### config.mk
export PLATFORM = sky130hd
export DESIGN_NAME = npr_rank_cell
export DESIGN_NICKNAME = d
export VERILOG_FILES = /design/src/rtl/npr_pkg.sv /design/src/rtl/npr_rank_cell.sv
export SDC_FILE = /design/constraint.sdc
export NUM_CORES = 1
export LEC_CHECK = 0
export BUFFER_PORTS_ARGS = -buffer_cell sky130_fd_sc_hd__buf_4
export CORE_ASPECT_RATIO = 1.25
export CORE_MARGIN = 3
export CORE_UTILIZATION = 49
export DETAILED_ROUTE_END_ITERATION = 10
export PLACE_DENSITY = 0.78
export SETUP_SLACK_MARGIN = 0.2
export SYNTH_ARGS = -nofsm -noshare
export SYNTH_HDL_FRONTEND = slang
export SYNTH_SLANG_ARGS = --single-unit
### constraint.sdc
create_clock -name clk -period 5.14 [get_ports clk]
set_clock_uncertainty 0.05 [all_clocks]
set_input_delay 1.285 -clock clk [delete_from_list [all_inputs] [get_ports clk]]
set_output_delay 1.285 -clock clk [all_outputs]
set_load 0.03 [all_outputs]
### src/rtl/npr_pkg.sv
// npr_pkg: shared types and constants of the nearest point ranker
// payload structs, register indexes, op codes and fixed datapath widths
// no dependencies
`default_nettype none

package npr_pkg;

  // fixed field widths
  localparam int COORD_W  = 16;
  localparam int DIFF_W   = COORD_W + 1;
  localparam int SQ_W     = 2 * COORD_W;
  localparam int DIST_W   = SQ_W + 2;
  localparam int SLOT_W   = 5;
  localparam int CFG_W    = 6;
  localparam int CFG_IDX_W = 2;

  // op codes
  localparam logic OP_LOAD  = 1'b0;
  localparam logic OP_QUERY = 1'b1;

  // register indexes
  localparam logic [CFG_IDX_W-1:0] REG_POINT_COUNT    = 2'd0;
  localparam logic [CFG_IDX_W-1:0] REG_RESIDENT_LIMIT = 2'd1;

  typedef struct packed {
    logic                      op;
    logic [SLOT_W-1:0]         slot;
    logic signed [COORD_W-1:0] pos_x;
    logic signed [COORD_W-1:0] pos_y;
    logic signed [COORD_W-1:0] pos_z;
  } npr_item_t;

  typedef struct packed {
    logic [SLOT_W-1:0] point_index;
    logic [SLOT_W-1:0] rank;
    logic              resident;
    logic              last;
  } npr_result_t;

  // one stored point
  typedef struct packed {
    logic signed [COORD_W-1:0] x;
    logic signed [COORD_W-1:0] y;
    logic signed [COORD_W-1:0] z;
  } npr_point_t;

endpackage

`default_nettype wire

### src/rtl/npr_rank_cell.sv
// npr_rank_cell: one cell of the ranking chain
// keeps its own slot's distance and rank count, forwards later distances
// depends on npr_pkg
`default_nettype none

module npr_rank_cell
  import npr_pkg::*;
#(
  parameter int MAX_POINTS = 32,
  parameter int CELL_IDX   = 0
) (
  input  wire logic                          clk,
  input  wire logic                          rst,
  input  wire logic                          in_valid,
  input  wire logic [$clog2(MAX_POINTS)-1:0] in_idx,
  input  wire logic [DIST_W-1:0]             in_dist,
  input  wire logic [$clog2(MAX_POINTS)-1:0] in_rank,
  output logic                               out_valid,
  output logic [$clog2(MAX_POINTS)-1:0]      out_idx,
  output logic [DIST_W-1:0]                  out_dist,
  output logic [$clog2(MAX_POINTS)-1:0]      out_rank,
  input  wire logic                          shift,
  input  wire logic [$clog2(MAX_POINTS)-1:0] next_rank,
  output logic [$clog2(MAX_POINTS)-1:0]      rank
);

  localparam int IDX_W = $clog2(MAX_POINTS);

  logic [DIST_W-1:0] own_dist;
  logic              mine;
  logic              own_wins;   // own slot counts toward the passing one
  logic              pass_wins;  // passing slot counts toward own

  assign mine      = in_idx == IDX_W'(CELL_IDX);
  // own slot index is lower, so a tie favors own
  assign own_wins  = own_dist <= in_dist;
  assign pass_wins = in_dist < own_dist;

  // forward distances of higher slots
  always_ff @(posedge clk) begin
    if (rst) begin
      out_valid <= 1'b0;
    end else begin
      out_valid <= in_valid && !mine;
    end
    out_idx  <= in_idx;
    out_dist <= in_dist;
    out_rank <= in_rank + IDX_W'(own_wins);
  end

  // own distance and rank, shifted toward the head during drain
  always_ff @(posedge clk) begin
    if (shift) begin
      rank <= next_rank;
    end else if (in_valid && mine) begin
      own_dist <= in_dist;
      rank     <= in_rank;
    end else if (in_valid) begin
      rank <= rank + IDX_W'(pass_wins);
    end
  end

endmodule

`default_nettype wire

# --- After elaboration in Yosys (flattened, before gate mapping) ---
# Cells that the tools add are included.
totals:
  wordCells: 20
  out_inout_bits: 50
  regBits: 84
  inputBits: 53
op_classes:
  muxes: 3
  addsub: 2
  order_cmp: 2
  n_bitwise: 1
  n_reduce_logical: 6
ops:
  columns: ["cell", "n"]
  rows:
  - ["$le 34x34->1", 1]
  - ["$lt 34x34->1", 1]
  - ["$mux 5", 3]
  - ["$add 5x1->5", 2]
  - ["$logic_not 5->1", 1]
  - ["$reduce_bool 3->1", 1]
  - ["$logic_and 1x1->1", 2]
  - ["$reduce_and 2->1", 1]
  - ["$logic_not 1->1", 1]
  - ["$not 1->1", 1]

# --- Logic depth before layout (Yosys ltp) ---
depth:
  depth_word: 5
  mapped_depth: 13
  ltp_nobuf: 13

# --- Least setup slack after synthesis ---
# Ideal clock, no wire load.
synth_timing:
  path_kind: "input port to flip-flop"
  from: "input in_idx[0]"
  to: "register own_dist[0] (enable)"
  cell_stages: 4
  slack_ps: 1072
  arrival_ps: 3593
  path_cell_list: "or4_1 nor2_1 nand2_1 nor2_1"
synth_between:
  elab_chain_cells: 3
synth_rtl:
  columns: ["element", "line_no", "text"]
  rows:
  - ["start, declared", "npr_rank_cell.sv:15", "input wire logic [$clog2(MAX_POINTS)-1:0] in_idx,"]
  - ["$logic_not 5->1", "npr_rank_cell.sv:34", "assign mine = in_idx == IDX_W'(CELL_IDX);"]
  - ["$logic_and 1x1->1", "npr_rank_cell.sv:55", "end else if (in_valid && mine) begin"]
  - ["$reduce_and 2->1 (no source line)", null, null]
  - ["end signal, assigned", "npr_rank_cell.sv:56", "own_dist <= in_dist;"]
  - ["end, declared", "npr_rank_cell.sv:29", "logic [DIST_W-1:0] own_dist;"]
# Every way passes these cells.
# A chain may end at the register's enable or synchronous reset.

# --- Worst setup path after layout ---
layout_timing:
  from: "input in_dist[32]"
  to: "register rank[4], data pin"
layout_between:
  elab_chain_cells: 5
layout_rtl:
  columns: ["element", "line_no", "text"]
  rows:
  - ["start, declared", "npr_rank_cell.sv:16", "input wire logic [DIST_W-1:0] in_dist,"]
  - ["$lt 34x34->1", "npr_rank_cell.sv:37", "assign pass_wins = in_dist < own_dist;"]
  - ["$add 5x1->5", "npr_rank_cell.sv:59", "rank <= rank + IDX_W'(pass_wins);"]
  - ["$mux 5", "npr_rank_cell.sv:58", "end else if (in_valid) begin"]
  - ["$mux 5", "npr_rank_cell.sv:55", null]
  - ["$mux 5", "npr_rank_cell.sv:53", "if (shift) begin"]
  - ["end signal, assigned", "npr_rank_cell.sv:54", "rank <= next_rank;"]
  - ["end signal, assigned", "npr_rank_cell.sv:57", "rank <= in_rank;"]
  - ["end signal, assigned", "npr_rank_cell.sv:59", null]
  - ["end, declared", "npr_rank_cell.sv:24", "output logic [$clog2(MAX_POINTS)-1:0] rank"]
# Every way passes these cells. The select of a mux whose other input is x is not followed.

==> run_results.csv <==
group,metric,value,unit
drt,drt.antenna.violating_nets,0,
run,maxCapViolCount,0,
cells_and_area,num_antenna_cells,0,
cells_and_area,multi_input_area,0.00101,mm²
floorplan,die_h,96.5,µm
grt,track_usage,17.1,%
critical_path,reg2reg_to,"rank[4]",
drt,first_pass_iters,4,
critical_path,r2r-start,"own_dist[16]",
sta,fin_ws,1.53,ns
synth,synth.area.top_cells,"edfxtp_1 36%, dfxtp_1 28%, ha_1 15%",
cells_and_area,final_area,0.00429,mm²
grt,antenna_found_initial,0,
grt,grt_max_degree,35,
clock_tree,cts.sinks,84,
floorplan,core_area,0.00625,mm²
critical_path,endpoint,"rank[4]",
drt,drt_iter0_drc,62,
synth,synth_cells,245,
critical_path,reg2reg_depth,13,
sta,finalCritPeriodShare,70.2,%
worst_hold_path,hold_path_class,"register to register",
clock_tree,post_cts_resized,0,
clock_tree,root_buffer,"clkbuf_8",
critical_path,startpoint,"in_dist[32]",
floorplan,die_w,78.4,µm
drt,wl,6080,µm
sta,finalSetupTns,0,ns
critical_path,critPathMaxFanout,3,
grt,grt_pass1_vias,2186,
critical_path,startpoint_type,"input pin",
synth,yosysTopAreaCell,"edfxtp_1",
placed_design,place_inst,431,
synth,syn_area,0.00321,mm²
clock_tree,htree_levels,3,
power,p_leak,0.00203,µW
power,p_per_area,323,mW/mm²
grt,grt_pass1_wl,9850,µm
clock_tree,cts_tree,"built",
grt,overflow,0,
synth,ys_seq_area_share,64.5,%
sta,hold_viol,0,
worst_hold_path,whs_path_depth,3,
outcome,status,"finished, final reports clean",
drt,num_vias,2153,
clock_tree,cts_setup_buffers,0,
synth,synthesis.nets,336,
drt,drcViolationCount,0,
synth,synth_cell_type_count,28,
cells_and_area,layout.nets,448,
critical_path,critPathKind,"input pin to register",
cells_and_area,stdcell_count,447,
floorplan,io_pins,103,
drt,wl_per_cell,13.6,µm
critical_path,reg2reg_slack,2.24,ns
floorplan,start_util,51.4,%
cells_and_area,final_cell_mix,"102 x buf_4, 45 x dfxtp_1, 39 x edfxtp_1, 38 x ha_1, 36 x inv_1",
clock_tree,clkTransAtPathRegs,0.07,ns
placed_design,portBuffers,102,
sta,rsz0062_at_grt,"no",
cells_and_area,area_growth,33.7,%
sta,slew_headroom,35.6,%
clock_tree,numCtsBuffers,9,
cells_and_area,area.sequential,0.00207,mm²
synth,synth_top_area_share,36.5,%
power,vdd_drop_max,0.212,mV
floorplan,die-area,0.00757,mm²
cells_and_area,final_layout_size_suffix_gt1_share,34.3,%
critical_path,crit_path_end_kind,"register",
sta,slew_violations,0,
cells_and_area,final_core_util,68.7,%
cells_and_area,fillers,478,
critical_path,cp.arrival,3.65,ns
synth,yosys_warnings,0,
clock_tree,clockBufferDepth,2,
critical_path,cp.required,5.19,ns
sta,fmax,277,MHz
cells_and_area,final_common_cell,"buf_4",
sta,worst_slew_pin_slew,0.964,ns
placed_design,dpl-instance-area,0.00409,mm²
clock_tree,clock_latency,0.35,ns
drt,via_per_inst,4.82,
synth,avgSynthCellArea,13.1,µm²
clock_tree,postCtsHoldBufs,0,
synth,ys_ff_latch,84,
placed_design,dpl_worst_slack,1.16,ns
sta,setup_viol,0,
placed_design,gp_congestion,0.766,
floorplan,num_rows,32,
sta,fin_crit,3.61,ns
placed_design,hpwl,4790,µm
-- through the flow --
stage          hold WS, ns  power, µW
2_1_floorplan        0.839        848
3_3_place_gp         0.698        936
3_5_place_dp         0.716        941
4_1_cts              0.733       1400
5_1_grt              0.783       1440
6_report             0.747       1390
-- worst min path at each step --
stage | from | endpoint
4_1_cts | rank[4] | rank[4]
3_3_place_gp | rank[4] | rank[4]
5_1_grt | rank[4] | rank[4]
2_1_floorplan | own_dist[33] | out_rank[0]
3_5_place_dp | rank[4] | rank[4]
6_report | rank[0] | rank[0]
-- Yosys cell counts --
cell / count
nand4_2: 1
o21ai_1: 7
a221o_1: 1
edfxtp_1: 39
nand4_1: 5
nand2b_4: 1
a21oi_1: 14
or4_4: 1
clkbuf_1: 1
nand3_1: 7
a221oi_1: 1
nand2_1: 16
inv_1: 36
a21o_1: 3
a2111oi_2: 1
nor3b_1: 1
nor4_1: 3
o21ai_0: 3
ha_1: 38
or4_1: 2
nor2_1: 5
or2_2: 1
xnor2_1: 4
dfxtp_1: 45
xor2_1: 2
a31oi_1: 1
mux2i_1: 5
a21o_2: 1
-- power breakdown --
group	internal [µW]	total (µW)	leakage [µW]	switching [µW]
clock	235	462	0.000105	227
combinational	81.1	186	0.00119	105
sequential	727	738	0.000738	10.5
total	1040	1390	0.00203	342
-- cells by family after synthesis --
kind of cell / synth area share [%]
fa+ha+maj: 14.8
buf+inv: 4.33
xor+xnor: 1.64
compound gates: 5.96
flops: 64.5
simple gates: 7.17
mux: 1.56
-- area by class of cell --
type | instances | share of cell area (%)
inverter | 36 | 3.15
timing repair buffer | 102 | 17.8
tap | 85 | 2.48
clock inverter | 3 | 0.612
clock buffer | 13 | 4.20
sequential | 84 | 48.3
multi-input combinational | 124 | 23.5
-- per-layer routing --
metal  share of wire (%)  wire length [µm]  global-route usage [%]
met1                  42              2550                    20.6
met2                  48              2940                    28.4
met3                 7.2               435                    4.45
met4                 2.6               157                    9.33
met5                   0                 0                       0
-- flip-flops by register name, indices dropped and copies added (netlist names) --
register / cells
out_dist: 34
own_dist: 34
out_valid: 1
out_idx: 5
out_rank: 5
rank: 5
-- critical path, cell delays in order --
cell and delay [ns]:
buf_4 0.12, ha_1 0.30, nand4_1 0.15, nor4_1 0.41, nand2_1 0.20, nor4_1 0.31
nor4_1 0.10, ha_1 0.20, ha_1 0.20, nand3_1 0.10, xnor2_1 0.07, mux2i_1 0.13
o21ai_1 0.08
Note: power is estimated with default switching activity, not from simulation.
