**config.mk**
```make
export PLATFORM = sky130hd
export DESIGN_NAME = npr_dist_unit
export DESIGN_NICKNAME = d
export VERILOG_FILES = /design/src/rtl/npr_pkg.sv /design/src/rtl/npr_dist_unit.sv
export SDC_FILE = /design/constraint.sdc
export NUM_CORES = 2
export LEC_CHECK = 0
export BUFFER_PORTS_ARGS = -buffer_cell sky130_fd_sc_hd__buf_2
export CAP_MARGIN = 15
export CORE_ASPECT_RATIO = 0.6
export CORE_UTILIZATION = 58
export CTS_CLUSTER_DIAMETER = 50
export DETAILED_ROUTE_END_ITERATION = 12
export PLACE_DENSITY = 0.77
export SLEW_MARGIN = 20
export SYNTH_ARGS = -nofsm -noshare
export SYNTH_HDL_FRONTEND = slang
export SYNTH_SLANG_ARGS = --single-unit
```
**constraint.sdc**
```tcl
create_clock -name clk -period 5.7 [get_ports clk]
set_input_delay 0.57 -clock clk [delete_from_list [all_inputs] [get_ports clk]]
set_output_delay 0.57 -clock clk [all_outputs]
set_load 0.1 [all_outputs]
```
**src/rtl/npr_pkg.sv**
```systemverilog
// npr_pkg: shared types and constants of the nearest point ranker
// payload structs, register indexes, op codes and fixed datapath widths
// no dependencies
`default_nettype none

package npr_pkg;

  // fixed field widths
  localparam int COORD_W  = 16;
  localparam int DIFF_W   = COORD_W + 1;
  localparam int SQ_W     = 2 * COORD_W;
  localparam int DIST_W   = SQ_W + 2;
  localparam int SLOT_W   = 5;
  localparam int CFG_W    = 6;
  localparam int CFG_IDX_W = 2;

  // op codes
  localparam logic OP_LOAD  = 1'b0;
  localparam logic OP_QUERY = 1'b1;

  // register indexes
  localparam logic [CFG_IDX_W-1:0] REG_POINT_COUNT    = 2'd0;
  localparam logic [CFG_IDX_W-1:0] REG_RESIDENT_LIMIT = 2'd1;

  typedef struct packed {
    logic                      op;
    logic [SLOT_W-1:0]         slot;
    logic signed [COORD_W-1:0] pos_x;
    logic signed [COORD_W-1:0] pos_y;
    logic signed [COORD_W-1:0] pos_z;
  } npr_item_t;

  typedef struct packed {
    logic [SLOT_W-1:0] point_index;
    logic [SLOT_W-1:0] rank;
    logic              resident;
    logic              last;
  } npr_result_t;

  // one stored point
  typedef struct packed {
    logic signed [COORD_W-1:0] x;
    logic signed [COORD_W-1:0] y;
    logic signed [COORD_W-1:0] z;
  } npr_point_t;

endpackage

`default_nettype wire

```
**src/rtl/npr_dist_unit.sv**
```systemverilog
// npr_dist_unit: point memory and squared distance pipeline
// streams one squared distance per slot in slot order after a query start
// depends on npr_pkg
`default_nettype none

module npr_dist_unit
  import npr_pkg::*;
#(
  parameter int MAX_POINTS = 32
) (
  input  wire logic                                 clk,
  input  wire logic                                 rst,
  input  wire npr_item_t                            item,
  input  wire logic                                 load_en,
  input  wire logic                                 start,
  input  wire logic [$clog2(MAX_POINTS+1)-1:0]      count,
  output logic                                      d_valid,
  output logic [$clog2(MAX_POINTS)-1:0]             d_idx,
  output logic [DIST_W-1:0]                         d_dist,
  output logic                                      d_last
);

  localparam int IDX_W = $clog2(MAX_POINTS);
  localparam int CNT_W = $clog2(MAX_POINTS + 1);

  npr_point_t point_mem [MAX_POINTS];

  // issue sequencer
  logic             issuing;
  logic [IDX_W-1:0] rd_addr;
  logic [CNT_W-1:0] left;
  npr_point_t       query;

  // stage registers
  logic             v0, v1, v2;
  logic             last0, last1, last2;
  logic [IDX_W-1:0] idx0, idx1, idx2;
  npr_point_t       rdata;
  logic signed [DIFF_W-1:0] dx, dy, dz;
  logic [SQ_W-1:0]  sq_x, sq_y, sq_z;

  logic signed [2*DIFF_W-1:0] prod_x, prod_y, prod_z;

  // point memory: load port and sequential read port
  always_ff @(posedge clk) begin
    if (load_en && (int'(item.slot) < MAX_POINTS)) begin
      point_mem[IDX_W'(item.slot)] <= '{x: item.pos_x, y: item.pos_y, z: item.pos_z};
    end
    if (issuing) begin
      rdata <= point_mem[rd_addr];
    end
  end

  // issue one read per cycle over the slots in use
  always_ff @(posedge clk) begin
    if (rst) begin
      issuing <= 1'b0;
      v0      <= 1'b0;
    end else begin
      v0 <= issuing;
      if (start) begin
        issuing <= 1'b1;
      end else if (issuing && left == CNT_W'(1)) begin
        issuing <= 1'b0;
      end
    end
    if (start) begin
      rd_addr <= '0;
      left    <= count;
      query   <= '{x: item.pos_x, y: item.pos_y, z: item.pos_z};
    end else if (issuing) begin
      rd_addr <= rd_addr + IDX_W'(1);
      left    <= left - CNT_W'(1);
    end
    idx0  <= rd_addr;
    last0 <= (left == CNT_W'(1));
  end

  assign prod_x = dx * dx;
  assign prod_y = dy * dy;
  assign prod_z = dz * dz;

  // differences, squares, sum
  always_ff @(posedge clk) begin
    if (rst) begin
      v1      <= 1'b0;
      v2      <= 1'b0;
      d_valid <= 1'b0;
    end else begin
      v1      <= v0;
      v2      <= v1;
      d_valid <= v2;
    end
    dx <= {query.x[COORD_W-1], query.x} - {rdata.x[COORD_W-1], rdata.x};
    dy <= {query.y[COORD_W-1], query.y} - {rdata.y[COORD_W-1], rdata.y};
    dz <= {query.z[COORD_W-1], query.z} - {rdata.z[COORD_W-1], rdata.z};
    idx1  <= idx0;
    last1 <= last0;

    sq_x  <= prod_x[SQ_W-1:0];
    sq_y  <= prod_y[SQ_W-1:0];
    sq_z  <= prod_z[SQ_W-1:0];
    idx2  <= idx1;
    last2 <= last1;

    d_dist <= {2'b00, sq_x} + {2'b00, sq_y} + {2'b00, sq_z};
    d_idx  <= idx2;
    d_last <= last2;
  end

endmodule

`default_nettype wire

```
Yosys cells after proc, flatten, opt, wreduce, memory -nomap -nowiden

Memories as Yosys holds them, arrays and structs flattened. A register that Yosys moved wholly into a read port is not among the register bits.
Index checks and enable logic that the tools add are counted.

Add/subtract/negate cells: 7
$mul: 3
Div/mod/pow operators: 0
Order comparisons: 0
Equal/unequal tests: 1
Shifts and indexed selects: 0
Muxes and demuxes: 6
Bitwise logic cells: 0
Reduce and logical (&&, ||, !) cells: 3

Operators by type and width:

| kind                                                                  | number |
|---|---|
| 17-bit by 17-bit multiplier with 32-bit output                        | 3 |
| 16-bit by 16-bit subtractor with 17-bit output                        | 3 |
| 33-bit by 32-bit adder with 34-bit output                             | 1 |
| 32-bit by 32-bit adder with 33-bit output                             | 1 |
| 6-bit two-way mux                                                     | 2 |
| 6-bit by 1-bit equality test with 1-bit output, second input constant | 1 |
| 6-bit by 1-bit subtractor with 6-bit output, second input constant    | 1 |
| 5-bit by 1-bit adder with 5-bit output, second input constant         | 1 |
| 1-bit two-way mux                                                     | 4 |
| 2-bit nonzero test                                                    | 2 |
| 1-bit logical AND                                                     | 1 |

Flip-flop bits (word level): 269
Bits in latches: 0
RAM bits: 1536
Bits in read-only memories: 0
Output and inout bits: 41
Memories kept: 1

Memories:

| memory    | depth | width | rd ports | clocked after memory_dff | write ports | line                | text |
|---|---|---|---|---|---|---|---|
| point_mem | 32    | 48    | 1        | 1                        | 1           | npr_dist_unit.sv:26 | `npr_point_t point_mem [MAX_POINTS];` |

Depth between registers and ports, before layout

Depth after elaboration: 4
Mapped depth: 26
Depth with buffers taken out: 24

Worst setup path before layout

OpenSTA, ideal clock, no wires.

Path type: reg-to-reg
Start point: register dx[16]
End point: register sq_x[31]
Library setup time: 0.072 ns
Arrival time: 6.045 ns
Setup slack: -0.417 ns
Cell stages (with the launch flop): 23
Path buffers: 2
Period minus slack after synthesis: 6.117 ns
Path through: dfxtp_1 -> clkbuf_1 -> clkbuf_1 -> nand2_1 -> inv_1 -> fa_1 -> fa_1 -> fa_1 -> fa_1 -> fa_1 -> inv_1 -> fa_1 -> inv_1 -> ha_1 -> a21o_1 -> a21o_1 -> a2111oi_1 -> o21ai_1 -> nor3_1 -> o31ai_1 -> a31o_1 -> a21oi_2 -> xnor2_1

Longest elaborated chain between the ends: 1

RTL lines:

| what                                           | line                 | text |
|---|---|---|
| start: declaration                             | npr_dist_unit.sv:39  | `logic signed [DIFF_W-1:0] dx, dy, dz;` |
| start signal: assignment                       | npr_dist_unit.sv:94  | `dx <= {query.x[COORD_W-1], query.x} - {rdata.x[COORD_W-1], rdata.x};` |
| 17-bit by 17-bit multiplier with 32-bit output | npr_dist_unit.sv:79  | `assign prod_x = dx * dx;` |
| via prod_x[31]                                 | npr_dist_unit.sv:42  | `logic signed [2*DIFF_W-1:0] prod_x, prod_y, prod_z;` |
| end signal: assignment                         | npr_dist_unit.sv:100 | `sq_x <= prod_x[SQ_W-1:0];` |
| end: declaration                               | npr_dist_unit.sv:40  | `logic [SQ_W-1:0] sq_x, sq_y, sq_z;` |

The timed path passes the listed nets, and every way through them passes these cells.
A chain may end at the register's enable or synchronous reset.

Worst setup path after layout

Start point: register dy[9]
End point: register sq_y[31]

Longest elaborated chain between the ends: 1

RTL lines:

| what                                           | line                 | text |
|---|---|---|
| start: declaration                             | npr_dist_unit.sv:39  |  |
| start signal: assignment                       | npr_dist_unit.sv:95  | `dy <= {query.y[COORD_W-1], query.y} - {rdata.y[COORD_W-1], rdata.y};` |
| 17-bit by 17-bit multiplier with 32-bit output | npr_dist_unit.sv:80  | `assign prod_y = dy * dy;` |
| via prod_y[31]                                 | npr_dist_unit.sv:42  |  |
| end signal: assignment                         | npr_dist_unit.sv:101 | `sq_y <= prod_y[SQ_W-1:0];` |
| end: declaration                               | npr_dist_unit.sv:40  |  |

The timed path passes the listed nets, and every way through them passes these cells.

==> metrics.md <==
| Metric | Value |
|---|---|
| Reg2Reg Depth | `23` |
| Area growth syn-to-layout | `16.99%` |
| Largest net degree at the start of global routing | `98` |
| First-pass GRT wire length | `379.2 mm` |
| Most frequent cells in the layout | `1638 x edfxtp_1, 979 x inv_1, 748 x fa_1` |
| CTS tree | `built` |
| Die Y-Extent | `320.9 um` |
| Setup_tns | `-3950 ps` |
| Final period util | `1.062` |
| Crit. End Element | `register` |
| Worst setup SP type | `register` |
| WP data required | `6390 ps` |
| R2R setup slack | `-360 ps` |
| RSZ-0062 raised after global routing | `yes` |
| H-Tree Depth | `4` |
| Port buffer count | `103` |
| Max-slew violations | `0` |
| Grt ovf | `0` |
| Clock buffer depth | `4` |
| Total global-route track usage | `0.3049` |
| Most common cell after layout, fill and taps aside | `edfxtp_1` |
| DRT iter0 DRCs | `6326` |
| Clock skew | `78.74 ps` |
| Top FF cell, synth | `edfxtp_1` |
| Max frequency | `0.1651 GHz` |
| Root Buffer | `clkbuf_16` |
| Finished Layout Cells | `9373` |
| Seq/Total Area, Yosys | `0.5435` |
| Min-Delay Path Class | `input port to register` |
| Routability cong. | `0.9787` |
| Syn Std Cell Area | `98310 um2` |
| Crit path DAT | `6740 ps` |
| Status | `finished with violations` |
| Maxcap violations | `0` |
| Synth warnings | `0` |
| Crit Path Max Fanout | `7` |
| Core area | `167500 um2` |
| Final WS setup | `-355.6 ps` |
| Hold Fails Final Rpt | `0` |
| Vias/cell | `6.023` |
| DP Cell Count | `8962` |
| Final routed DRC violation total | `0` |
| Top-Level Pins | `105` |
| Reg2reg start | `dy[9]` |
| Final setup viols | `19` |
| Min Tclk post-route | `6056 ps` |
| Mapped Cells | `6218` |
| Initial antenna violation count | `23` |
| Routed wire length | `256.3 mm` |
| Fillcell total | `10630` |
| Vias in the first global route | `58790` |
| CP Class | `register to register` |
| Detailed Place HPWL | `162.4 mm` |
| Share of Yosys cell area claimed by the top area cell type | `0.5004` |
| Hold WS | `58.69 ps` |
| Most area-consuming cells after synthesis | `edfxtp_1 50%, fa_1 16%, mux4_2 11%, dfxtp_1 4.3%, ha_1 4.3%` |
| Share of cells above drive strength 1 | `0.2935` |
| First drt pass iteration count | `6` |
| Row cnt | `116` |
| Post-synth top area cell | `edfxtp_1` |
| Worst hold path stage count | `3` |
| Die area | `171200 um2` |
| WL/cell | `27.35 um` |
| Seq cells post-synth | `1850` |
| Clk sinks | `1850` |
| Count of cell types in the netlist | `77` |
| CP Capture Point | `sq_y[31]` |
| CP Launch Point | `dy[9]` |
| Initial core utilization | `0.5869` |
| Critical R2R Capture | `sq_y[31]` |
| Clock buffer count from CTS | `176` |
| Failing checks | `negative setup slack` |
| Tightest Pin Transition | `1220 ps` |
| Synth Area per Inst | `15.81 um2` |
| Final #Nets | `8190` |
| Post-route ant nets | `0` |
| Vias | `56450` |
| Die span in x | `533.5 um` |
| Async SR Flop Fraction | `0` |
| Clk Latency, worst-skew pair | `850 ps` |
| Clock transition at the registers of the reported paths | `60 ps` |
| Max_slew headroom | `0.1846` |
| EDFF count, synth | `1638` |
==> kinds of logic (layout without fill, tap and decap cells) <==
family / Yosys count / after routing / share of synthesized area
AOI/OAI and AO/OA: 367 / 367 / 0.02470
xor gates and xnor gates: 208 / 208 / 0.01853
adders and majority gates: 1140 / 1140 / 0.2063
buffers and inverters: 1268 / 2172 / 0.04898
DFF: 1850 / 1850 / 0.5435
muxes: 534 / 534 / 0.1161
other: 1 / 10 / 0.00003815
and+or+nand+nor: 850 / 850 / 0.04177
==> stage by stage <==
stage               setup slack [ps]  instance area (um2)    util
floorplan                     -28.94                98650       -
global placement              -599.3               106200  0.6339
detailed placement            -626.9               106200  0.6339
global route                  -481.9               115000  0.6866
finish                        -355.6               115000  0.6866
CTS                           -244.9               113700  0.6787
==> layout make-up <==
cell class	instances	area [um2]	area share
Clock buffer	204	4591	0.03992
Clock inverter	112	1246	0.01084
Inverter	1078	4056	0.03527
Timing Repair Buffer	778	6487	0.05641
Antenna cell	7	17.52	0.0001523
Tap cell	2242	2805	0.02439
Multi-Input combinational cell	3102	42210	0.3671
Sequential cell	1850	53590	0.4659
==> repair_timing <==
action | 4_1_cts | 5_1_grt
endpoints found under the hold margin | 6 | 0
setup endpoints to repair | 44 | 43
gates resized for setup | 340 | 271
pin swaps | 161 | 205
hold buffers | 2 | 0
gates cloned | 1 | 2
buffers inserted | 58 | 43
==> worst min path at each step <==
| stage | end | slack [ps] | from |
|---|---|---|---|
| after floorplan | d_idx[0] | 310 | idx2[0] |
| after global placement | last1 | 310 | last0 |
| after global routing | left[5] | 50 | count[5] |
| final | left[4] | 60 | count[4] |
| after CTS | left[5] | 7 | count[5] |
| after detailed placement | idx1[0] | 310 | idx0[0] |
==> Yosys cell counts (49+ instances only) <==
library cell  count
nor2_1          183
fa_1            802
edfxtp_1       1638
dfxtp_1         212
o21ai_0          52
nor2b_1          49
xnor2_1         145
inv_1          1078
mux2_2           51
nand2_1         288
ha_1            338
a21oi_1          93
mux4_2          480
and2_1          159
xor2_1           63
a21o_1           50
clkbuf_1        137
==> registers in the layout, summed over array words and instances, names as in the netlist, 5 cells and up <==
name and flops:
sq_y 31, d_dist 34, rdata 48, idx2 5, d_idx 5, idx1 5, query 48, idx0 5
point_mem 1536, dx 17, sq_x 31, rd_addr 5, dy 17, dz 17, left 6, sq_z 31
==> routing by layer <==
metal / part of all wire / GRT usage
met1: 0.41 / 0.4610
met2: 0.44 / 0.4486
met3: 0.12 / 0.07626
met4: 0.024 / 0.07422
met5: 0.00048 / 0
==> worst max-delay path, stage by stage, from the launching register on <==
cell and delay, ps:
dfxtp_4 440, buf_6 130, nand2_2 60, fa_1 550
inv_2 40, fa_2 380, inv_2 70, fa_1 430
fa_1 510, inv_2 40, fa_1 540, inv_2 40
fa_2 530, inv_2 70, ha_4 240, and3_4 180
a221oi_4 320, o2bb2ai_2 120, o22a_2 250, a221o_2 460
nor3_4 160, o21ai_1 100, a21oi_2 160, xor2_1 160
Power is left out: the tool's default activity adds up to more than one toggle a clock period on the data nets, which glitch-free logic cannot reach.
